===== config.mk =====
export PLATFORM = sky130hd
export DESIGN_NAME = tcp_connection_sequencer_unit
export DESIGN_NICKNAME = d
export VERILOG_FILES = /design/src/rtl/core/tcs_pkg.sv /design/src/rtl/core/tcs_resp.sv /design/src/rtl/core/tcp_connection_sequencer_unit.sv
export SDC_FILE = /design/constraint.sdc
export NUM_CORES = 1
export LEC_CHECK = 0
export ABC_AREA = 1
export BUFFER_PORTS_ARGS = -buffer_cell sky130_fd_sc_hd__buf_2
export CORE_MARGIN = 2
export CORE_UTILIZATION = 30
export DETAILED_ROUTE_END_ITERATION = 7
export HOLD_SLACK_MARGIN = 0.08
export PLACE_DENSITY = 0.54
export SETUP_SLACK_MARGIN = 0.4
export SYNTH_ARGS = -nofsm -noshare
export SYNTH_HDL_FRONTEND = slang
export SYNTH_SLANG_ARGS = --single-unit

===== constraint.sdc =====
create_clock -name clk -period 9.5 [get_ports clk]
set_input_delay 0.95 -clock clk [delete_from_list [all_inputs] [get_ports clk]]
set_output_delay 0.95 -clock clk [all_outputs]
set_load 0.01 [all_outputs]

===== src/rtl/core/tcs_pkg.sv =====
// tcs_pkg: shared types and codes of the TCP connection sequencer.
// Used by tcs_resp and tcp_connection_sequencer_unit; depends on nothing.
package tcs_pkg;

  // TCP flag bits
  localparam logic [7:0] FLAG_FIN = 8'h01;
  localparam logic [7:0] FLAG_SYN = 8'h02;
  localparam logic [7:0] FLAG_PSH = 8'h08;
  localparam logic [7:0] FLAG_ACK = 8'h10;

  // command codes
  localparam logic [1:0] CMD_RX   = 2'd0;
  localparam logic [1:0] CMD_OPEN = 2'd1;
  localparam logic [1:0] CMD_SEND = 2'd2;

  // connection states
  localparam logic [1:0] ST_LISTEN      = 2'd0;
  localparam logic [1:0] ST_SYN_SENT    = 2'd1;
  localparam logic [1:0] ST_ESTABLISHED = 2'd2;

  // one input beat
  typedef struct packed {
    logic [1:0]  cmd;
    logic [7:0]  rx_flags;
    logic [31:0] rx_seq;
    logic [10:0] rx_payload_len;
    logic        rx_is_mqtt;
    logic [7:0]  tx_flags;
    logic [7:0]  tx_data_len;
  } item_t;

  // decision for one item: first response, count and next state
  typedef struct packed {
    logic [1:0]  n_resp;      // 0, 1 or 2 responses
    logic [7:0]  flags;       // flags of the first response
    logic [31:0] seq;         // seq of the first response (second is seq + 1)
    logic [31:0] ack;         // ack of every response of this item
    logic        deliver;
    logic [1:0]  conn_nxt;
    logic [31:0] send_seq_nxt;
    logic [31:0] ack_value_nxt;
  } resp_t;

endpackage


===== src/rtl/core/tcs_resp.sv =====
// tcs_resp: response decision for one item from the current connection state.
// Pure combinational logic; uses tcs_pkg types and codes.
module tcs_resp (
  input  tcs_pkg::item_t item,
  input  logic [1:0]     conn,
  input  logic [31:0]    send_seq,
  input  logic [31:0]    ack_value,
  output tcs_pkg::resp_t resp
);

  logic        syn, fin, psh, ackf;
  logic [31:0] rx_ack;
  logic [31:0] tx_step;

  assign syn  = (item.rx_flags & tcs_pkg::FLAG_SYN) != 8'd0;
  assign fin  = (item.rx_flags & tcs_pkg::FLAG_FIN) != 8'd0;
  assign psh  = (item.rx_flags & tcs_pkg::FLAG_PSH) != 8'd0;
  assign ackf = (item.rx_flags & tcs_pkg::FLAG_ACK) != 8'd0;

  // ack taken from a received segment: data length for PUSH, else one
  assign rx_ack = item.rx_seq + (psh ? 32'(item.rx_payload_len) : 32'd1);

  // sequence advance of a send command
  always_comb begin
    if ((item.tx_flags & tcs_pkg::FLAG_PSH) != 8'd0) begin
      tx_step = 32'(item.tx_data_len);
    end else if ((item.tx_flags & (tcs_pkg::FLAG_SYN | tcs_pkg::FLAG_FIN)) != 8'd0) begin
      tx_step = 32'd1;
    end else begin
      tx_step = 32'd0;
    end
  end

  always_comb begin
    resp               = '0;
    resp.seq           = send_seq;
    resp.ack           = ack_value;
    resp.conn_nxt      = conn;
    resp.send_seq_nxt  = send_seq;
    resp.ack_value_nxt = ack_value;
    unique case (item.cmd)
      tcs_pkg::CMD_RX: begin
        unique case (conn)
          tcs_pkg::ST_LISTEN: begin
            resp.seq           = 32'd0;
            resp.ack           = 32'd0;
            resp.send_seq_nxt  = 32'd0;
            resp.ack_value_nxt = 32'd0;
            if (syn) begin
              resp.n_resp        = 2'd1;
              resp.ack           = rx_ack;
              resp.ack_value_nxt = rx_ack;
              resp.conn_nxt      = tcs_pkg::ST_ESTABLISHED;
              if (ackf) begin
                resp.flags = tcs_pkg::FLAG_ACK;
              end else begin
                resp.flags        = tcs_pkg::FLAG_SYN | tcs_pkg::FLAG_ACK;
                resp.send_seq_nxt = 32'd1;
              end
            end
          end
          tcs_pkg::ST_SYN_SENT: begin
            if (syn && ackf) begin
              resp.n_resp        = 2'd1;
              resp.flags         = tcs_pkg::FLAG_ACK;
              resp.ack           = rx_ack;
              resp.ack_value_nxt = rx_ack;
              resp.conn_nxt      = tcs_pkg::ST_ESTABLISHED;
            end
          end
          tcs_pkg::ST_ESTABLISHED: begin
            // FIN answers FIN|ACK first, PUSH then answers a plain ACK
            if (fin || psh) begin
              resp.ack           = rx_ack;
              resp.ack_value_nxt = rx_ack;
            end
            if (fin) begin
              resp.flags        = tcs_pkg::FLAG_FIN | tcs_pkg::FLAG_ACK;
              resp.send_seq_nxt = send_seq + 32'd1;
              resp.conn_nxt     = tcs_pkg::ST_LISTEN;
              resp.n_resp       = psh ? 2'd2 : 2'd1;
            end else if (psh) begin
              resp.flags  = tcs_pkg::FLAG_ACK;
              resp.n_resp = 2'd1;
            end
            resp.deliver = psh && item.rx_is_mqtt && (item.rx_payload_len != 11'd0);
          end
          default: begin
            resp.conn_nxt = tcs_pkg::ST_LISTEN;
          end
        endcase
      end
      tcs_pkg::CMD_OPEN: begin
        resp.n_resp        = 2'd1;
        resp.flags         = tcs_pkg::FLAG_SYN;
        resp.seq           = 32'd0;
        resp.ack           = 32'd0;
        resp.send_seq_nxt  = 32'd1;
        resp.ack_value_nxt = 32'd0;
        resp.conn_nxt      = tcs_pkg::ST_SYN_SENT;
      end
      tcs_pkg::CMD_SEND: begin
        resp.n_resp       = 2'd1;
        resp.flags        = item.tx_flags;
        resp.send_seq_nxt = send_seq + tx_step;
      end
      default: begin
        resp.n_resp = 2'd0;
      end
    endcase
  end

endmodule


===== src/rtl/core/tcp_connection_sequencer_unit.sv =====
// tcp_connection_sequencer_unit: top level of a simplified TCP endpoint.
// Depends on tcs_pkg and tcs_resp.
//
// Usage:
//   Input channel (in_*): one beat is a received segment, an open command or
//   a send command. A beat is taken at a rising edge with in_valid high and
//   in_stall low. Output channel (out_*): one beat per response segment with
//   flags, seq, ack, payload delivery, connection state and a last marker;
//   taken when out_valid is high and out_stall low.
//   A beat taken is held in the input register; its first response is loaded
//   into the output register when the item leaves the input register.
//   Throughput: one item per cycle for items with zero or one response while
//   the output is not stalled; a FIN with PUSH gives two responses and holds
//   the input for both, as the single output register sends one beat a cycle.
//   An input register and the output register part the two sides, so a new
//   item is taken while a response waits. When out_stall is high the output
//   beat holds and, once the input register is full, in_stall rises.
//   Reset (rst_n low, synchronous): state LISTEN, sequence and ack zero,
//   both channels empty.
module tcp_connection_sequencer_unit (
  input  logic        clk,
  input  logic        rst_n,
  input  logic        in_valid,
  output logic        in_stall,
  input  logic [1:0]  in_cmd,
  input  logic [7:0]  in_rx_flags,
  input  logic [31:0] in_rx_seq,
  input  logic [10:0] in_rx_payload_len,
  input  logic        in_rx_is_mqtt,
  input  logic [7:0]  in_tx_flags,
  input  logic [7:0]  in_tx_data_len,
  output logic        out_valid,
  input  logic        out_stall,
  output logic [7:0]  out_flags,
  output logic [31:0] out_seq,
  output logic [31:0] out_ack,
  output logic        out_deliver_payload,
  output logic [1:0]  out_conn_now,
  output logic        out_last
);

  // input register
  logic           in_valid_r;
  tcs_pkg::item_t item_r;
  logic           in_accept;

  // connection state
  logic [1:0]  conn_r;
  logic [31:0] send_seq_r;
  logic [31:0] ack_value_r;

  // output register and pending second response
  logic        out_valid_r;
  logic        pend_valid_r;
  logic [7:0]  out_flags_r;
  logic [31:0] out_seq_r;
  logic [31:0] out_ack_r;
  logic        out_deliver_r;
  logic [1:0]  out_conn_r;
  logic        out_last_r;

  tcs_pkg::resp_t resp;
  logic           out_free;
  logic           consume;

  tcs_resp u_resp (
    .item      (item_r),
    .conn      (conn_r),
    .send_seq  (send_seq_r),
    .ack_value (ack_value_r),
    .resp      (resp)
  );

  // handshake control
  assign out_free  = !out_valid_r || !out_stall;
  assign consume   = in_valid_r &&
                     ((resp.n_resp == 2'd0) || (out_free && !pend_valid_r));
  assign in_stall  = in_valid_r && !consume;
  assign in_accept = in_valid && !in_stall;

  // input register
  always_ff @(posedge clk) begin
    if (!rst_n) begin
      in_valid_r <= 1'b0;
    end else if (in_accept) begin
      in_valid_r <= 1'b1;
    end else if (consume) begin
      in_valid_r <= 1'b0;
    end
  end

  always_ff @(posedge clk) begin
    if (in_accept) begin
      item_r.cmd            <= in_cmd;
      item_r.rx_flags       <= in_rx_flags;
      item_r.rx_seq         <= in_rx_seq;
      item_r.rx_payload_len <= in_rx_payload_len;
      item_r.rx_is_mqtt     <= in_rx_is_mqtt;
      item_r.tx_flags       <= in_tx_flags;
      item_r.tx_data_len    <= in_tx_data_len;
    end
  end

  // connection state advances when an item leaves the input register
  always_ff @(posedge clk) begin
    if (!rst_n) begin
      conn_r      <= tcs_pkg::ST_LISTEN;
      send_seq_r  <= 32'd0;
      ack_value_r <= 32'd0;
    end else if (consume) begin
      conn_r      <= resp.conn_nxt;
      send_seq_r  <= resp.send_seq_nxt;
      ack_value_r <= resp.ack_value_nxt;
    end
  end

  // output control: the pending ACK goes first, then a new item's response
  always_ff @(posedge clk) begin
    if (!rst_n) begin
      out_valid_r  <= 1'b0;
      pend_valid_r <= 1'b0;
    end else if (pend_valid_r && out_free) begin
      pend_valid_r <= 1'b0;
    end else if (consume && (resp.n_resp != 2'd0)) begin
      out_valid_r  <= 1'b1;
      pend_valid_r <= (resp.n_resp == 2'd2);
    end else if (out_valid_r && !out_stall) begin
      out_valid_r <= 1'b0;
    end
  end

  // output payload
  always_ff @(posedge clk) begin
    if (pend_valid_r && out_free) begin
      // second response of FIN with PUSH: ACK one past the FIN
      out_flags_r <= tcs_pkg::FLAG_ACK;
      out_seq_r   <= out_seq_r + 32'd1;
      out_last_r  <= 1'b1;
    end else if (consume && (resp.n_resp != 2'd0)) begin
      out_flags_r   <= resp.flags;
      out_seq_r     <= resp.seq;
      out_ack_r     <= resp.ack;
      out_deliver_r <= resp.deliver;
      out_conn_r    <= resp.conn_nxt;
      out_last_r    <= (resp.n_resp == 2'd1);
    end
  end

  assign out_valid           = out_valid_r;
  assign out_flags           = out_flags_r;
  assign out_seq             = out_seq_r;
  assign out_ack             = out_ack_r;
  assign out_deliver_payload = out_deliver_r;
  assign out_conn_now        = out_conn_r;
  assign out_last            = out_last_r;

  // checks
  a_pend_has_out: assert property (@(posedge clk) disable iff (!rst_n)
    pend_valid_r |-> out_valid_r)
    else $error("pending response without an output beat");

  a_pend_not_last: assert property (@(posedge clk) disable iff (!rst_n)
    pend_valid_r |-> !out_last_r)
    else $error("first of two responses marked last");

  a_resp_loaded: assert property (@(posedge clk) disable iff (!rst_n)
    (consume && (resp.n_resp != 2'd0)) |=> out_valid_r)
    else $error("response of a consumed item was lost");

  a_stall_holds_item: assert property (@(posedge clk) disable iff (!rst_n)
    (in_valid_r && !consume) |=> (in_valid_r && $stable(item_r)))
    else $error("stalled item left the input register");

endmodule


==> impl_metrics.tcl <==
set metrics [dict create \
    status "completed" \
    pin_count 152 \
    portBuffers 147 \
    cap_violations 0 \
    worstSetupEndpointType "register" \
    core_mm2 0.0443 \
    yosys.area.top_type "edfxtp_1" \
    finalSetupViolCount 0 \
    p_clk_share_pct 43.2 \
    slew_violations 0 \
    clk-insertion-delay-late_ns 0.55 \
    critical_path_class "reg2reg" \
    worstHoldPathType "reg2reg" \
    sw_frac_of_total_pct 28.0 \
    ys_seq_elements 211 \
    synth-edff-count 133 \
    numCtsBuffers 27 \
    crit_chain "ha_1, inv_4, nand2_4, nor2_2, a22oi_2, nand2_2, a21oi_4, nand2_4, nor2_4, nand3_1, a21oi_1" \
    yosys_warnings 0 \
    layout_common_cells "459 x nand2_1, 230 x nand3_1, 218 x inv_1" \
    switchingPower_w 0.000702 \
    peakVddDrop_mv 0.124 \
    die_area_mm2 0.0467 \
    cp_slowest_stage_delay_ns 0.81 \
    drt_iter0_drc 1048 \
    path_max_fanout 33 \
    post-route-min-period_ns 3.99 \
    num_vias 13000 \
    cts_max_path_buffers 3 \
    wl_met1_um 18800 \
    die_w_um 216 \
    setup_ws_ns 5.51 \
    tritoncts "done" \
    crit_top_cell "nand2_4" \
    layout-drive-gt1-share_pct 12.0 \
    start_kind "register" \
    fin_crit_sh_pct 42.0 \
    synth-main-ff-cell "edfxtp_1" \
    wl_um 42700 \
    critPathBufInv 1 \
    overflow 0 \
    firstDrtPassIters 5 \
    first_global_vias 12300 \
    grt_max_degree 50 \
    highest_layer "met4" \
    crit_family "simple AND/OR/NAND/NOR gates" \
    critPathArrivalTime_ns 4.45 \
    slew_headroom_pct 24.5 \
    cell_internal_pwr_w 0.00180 \
    synth_nets 1964 \
    place_area_mm2 0.0148 \
    power_frac_comb_pct 13.9 \
    wl_met3_um 2620 \
    final_common_cell "nand2_1" \
    start_util_pct 30.5 \
    postCtsHoldBufs 0 \
    drcViolationCount 0 \
    clock_sinks 211 \
    gp_congestion 0.917 \
    power_leakage_nw 6.47 \
    antenna_cells 0 \
    ant_nets 0 \
    yosysUniqueCellTypes 55 \
    die_h_um 216 \
    netlist_instances 1855 \
    cp_slowest_cell "nor2_4" \
    synth_area_mm2 0.0135 \
    clkTransAtPathRegs_ns 0.06 \
    antenna_found_initial 0 \
    p_per_area_mw_per_mm2 159 \
    critPathRequiredTime_ns 9.96 \
    finalInstanceArea_mm2 0.0157 \
    grtUsageTotal_pct 17.9 \
    num_rows 77 \
    dp_hpwl_um 30500 \
    final_nets 2081 \
    cts_root_buffer "clkbuf_16" \
    rsz0062_at_grt "false" \
    wire_per_inst_um 16.5 \
    yosysSeqAreaShare_pct 41.1 \
    postCtsSetupBuffers 0 \
    worst_slew_pin_slew_ns 1.13 \
    place_ws_ns 5.57 \
    wl_met2_um 20400 \
    fin_worst_skew_ns 0.0134 \
    ys_async_sr_fraction_pct 0 \
    synth_area_leaders "edfxtp_1 30%, nand2_1 13%, dfxtp_1 12%" \
    fmax_mhz 251 \
    synth.top_cell.area_share_pct 29.6 \
    htree_levels 1 \
    syn_area_per_cell_um2 7.28 \
    tns_ns 0 \
    viasPerCell 5.02 \
    grt_pass1_wl_um 67300 \
    cts_resized 0 \
    final_hold_viol_count 0 \
    p_seq_share_pct 42.9 \
    syn_to_final_growth_pct 16.2 \
]
layout make-up:
type,instances,area [um2]
sequential,211,5560
fill,4734,28600
timing repair buffer,158,818
multi-input combinational,1348,6790
clock buffer,32,736
tap,592,741
inverter,226,851
clock inverter,17,198
stage by stage:
stage	total power, W	cells	util, %	hold slack (ns)
final	0.00250	2584	35.4	0.456
after global routing	0.00262	2584	35.4	0.485
after detailed placement	0.00144	2535	33.3	0.447
after floorplan	0.00131	1855	-	0.445
after global placement	0.00143	2535	33.3	0.446
after CTS	0.00253	2584	35.4	0.456
worst min-delay path, delay by kind of cell, from the launching register on:
| family | cells | cell delay, ns |
|---|---|---|
| flops | 1 | 0.31 |
| compound gates | 1 | 0.06 |
| buf+inv | 1 | 0.04 |
final timing paths:
check	start	endpoint	slack (ns)	depth (start not counted)
setup / recovery	conn_r[0]	ack_value_r[27]	5.51	11
hold / removal	out_flags[1]	out_flags[1]	0.46	2
setup reg to reg	conn_r[0]	ack_value_r[27]	5.51	11
hold reg to reg	out_flags[1]	out_flags[1]	0.46	2
cell usage after synthesis (3+ instances only):
library cell  instances
nand3b_1              4
ha_1                 33
nand3_1             230
o21ai_0             146
o32ai_1               4
a22oi_1               3
nor2_1              132
a31oi_1               9
a21o_1                3
xor2_1               19
o22ai_1              13
and2_1                6
o21bai_1              8
buf_2                19
o211ai_1             10
clkbuf_1             45
xnor2_1              13
inv_1               220
dfxtp_1              78
buf_6                 3
a21oi_1             116
nor4_1                4
nand2_2               4
nand2_1             459
edfxtp_1            133
nor3_1               36
nor2_4                5
nand4_1              36
nor2_2                4
or2_2                 7
o221ai_1              4
clkinv_1              3
o31ai_1              17
power groups by stage:
stage	clock [W]	sequential, W	combinational [W]
after detailed placement	0	0.00109	0.000345
after CTS	0.00111	0.00107	0.000347
after global placement	0	0.00109	0.000340
after global routing	0.00115	0.00108	0.000390
final	0.00108	0.00107	0.000347
after floorplan	0	0.00108	0.000229
per-layer routing:
layer	vias up	global-route usage, %
li1	6514	-
met1	5993	23.4
met2	413	30.9
met3	49	2.60
met4	0	4.95
met5	-	0
registers in the layout, summed over array words and instances, names as in the netlist:
name / cells
out_last: 1
out_conn_now: 2
pend_valid_r: 1
conn_r: 2
out_ack: 32
out_seq: 32
out_deliver_payload: 1
item_r: 66
in_valid_r: 1
ack_value_r: 32
out_flags: 8
send_seq_r: 32
out_valid: 1
kinds of logic (layout without fill, tap and decap cells):
kind of cell,count (synthesis),after routing,synth area share [%]
AND/OR/NAND/NOR,938,938,30.6
flip-flops,211,211,41.1
AO/OA/AOI/OAI,343,343,14.2
buffers and inverters,296,433,8.62
adder cells (fa/ha/maj),35,35,3.35
XOR/XNOR,32,32,2.08
Note: power is estimated with default switching activity, not from simulation.
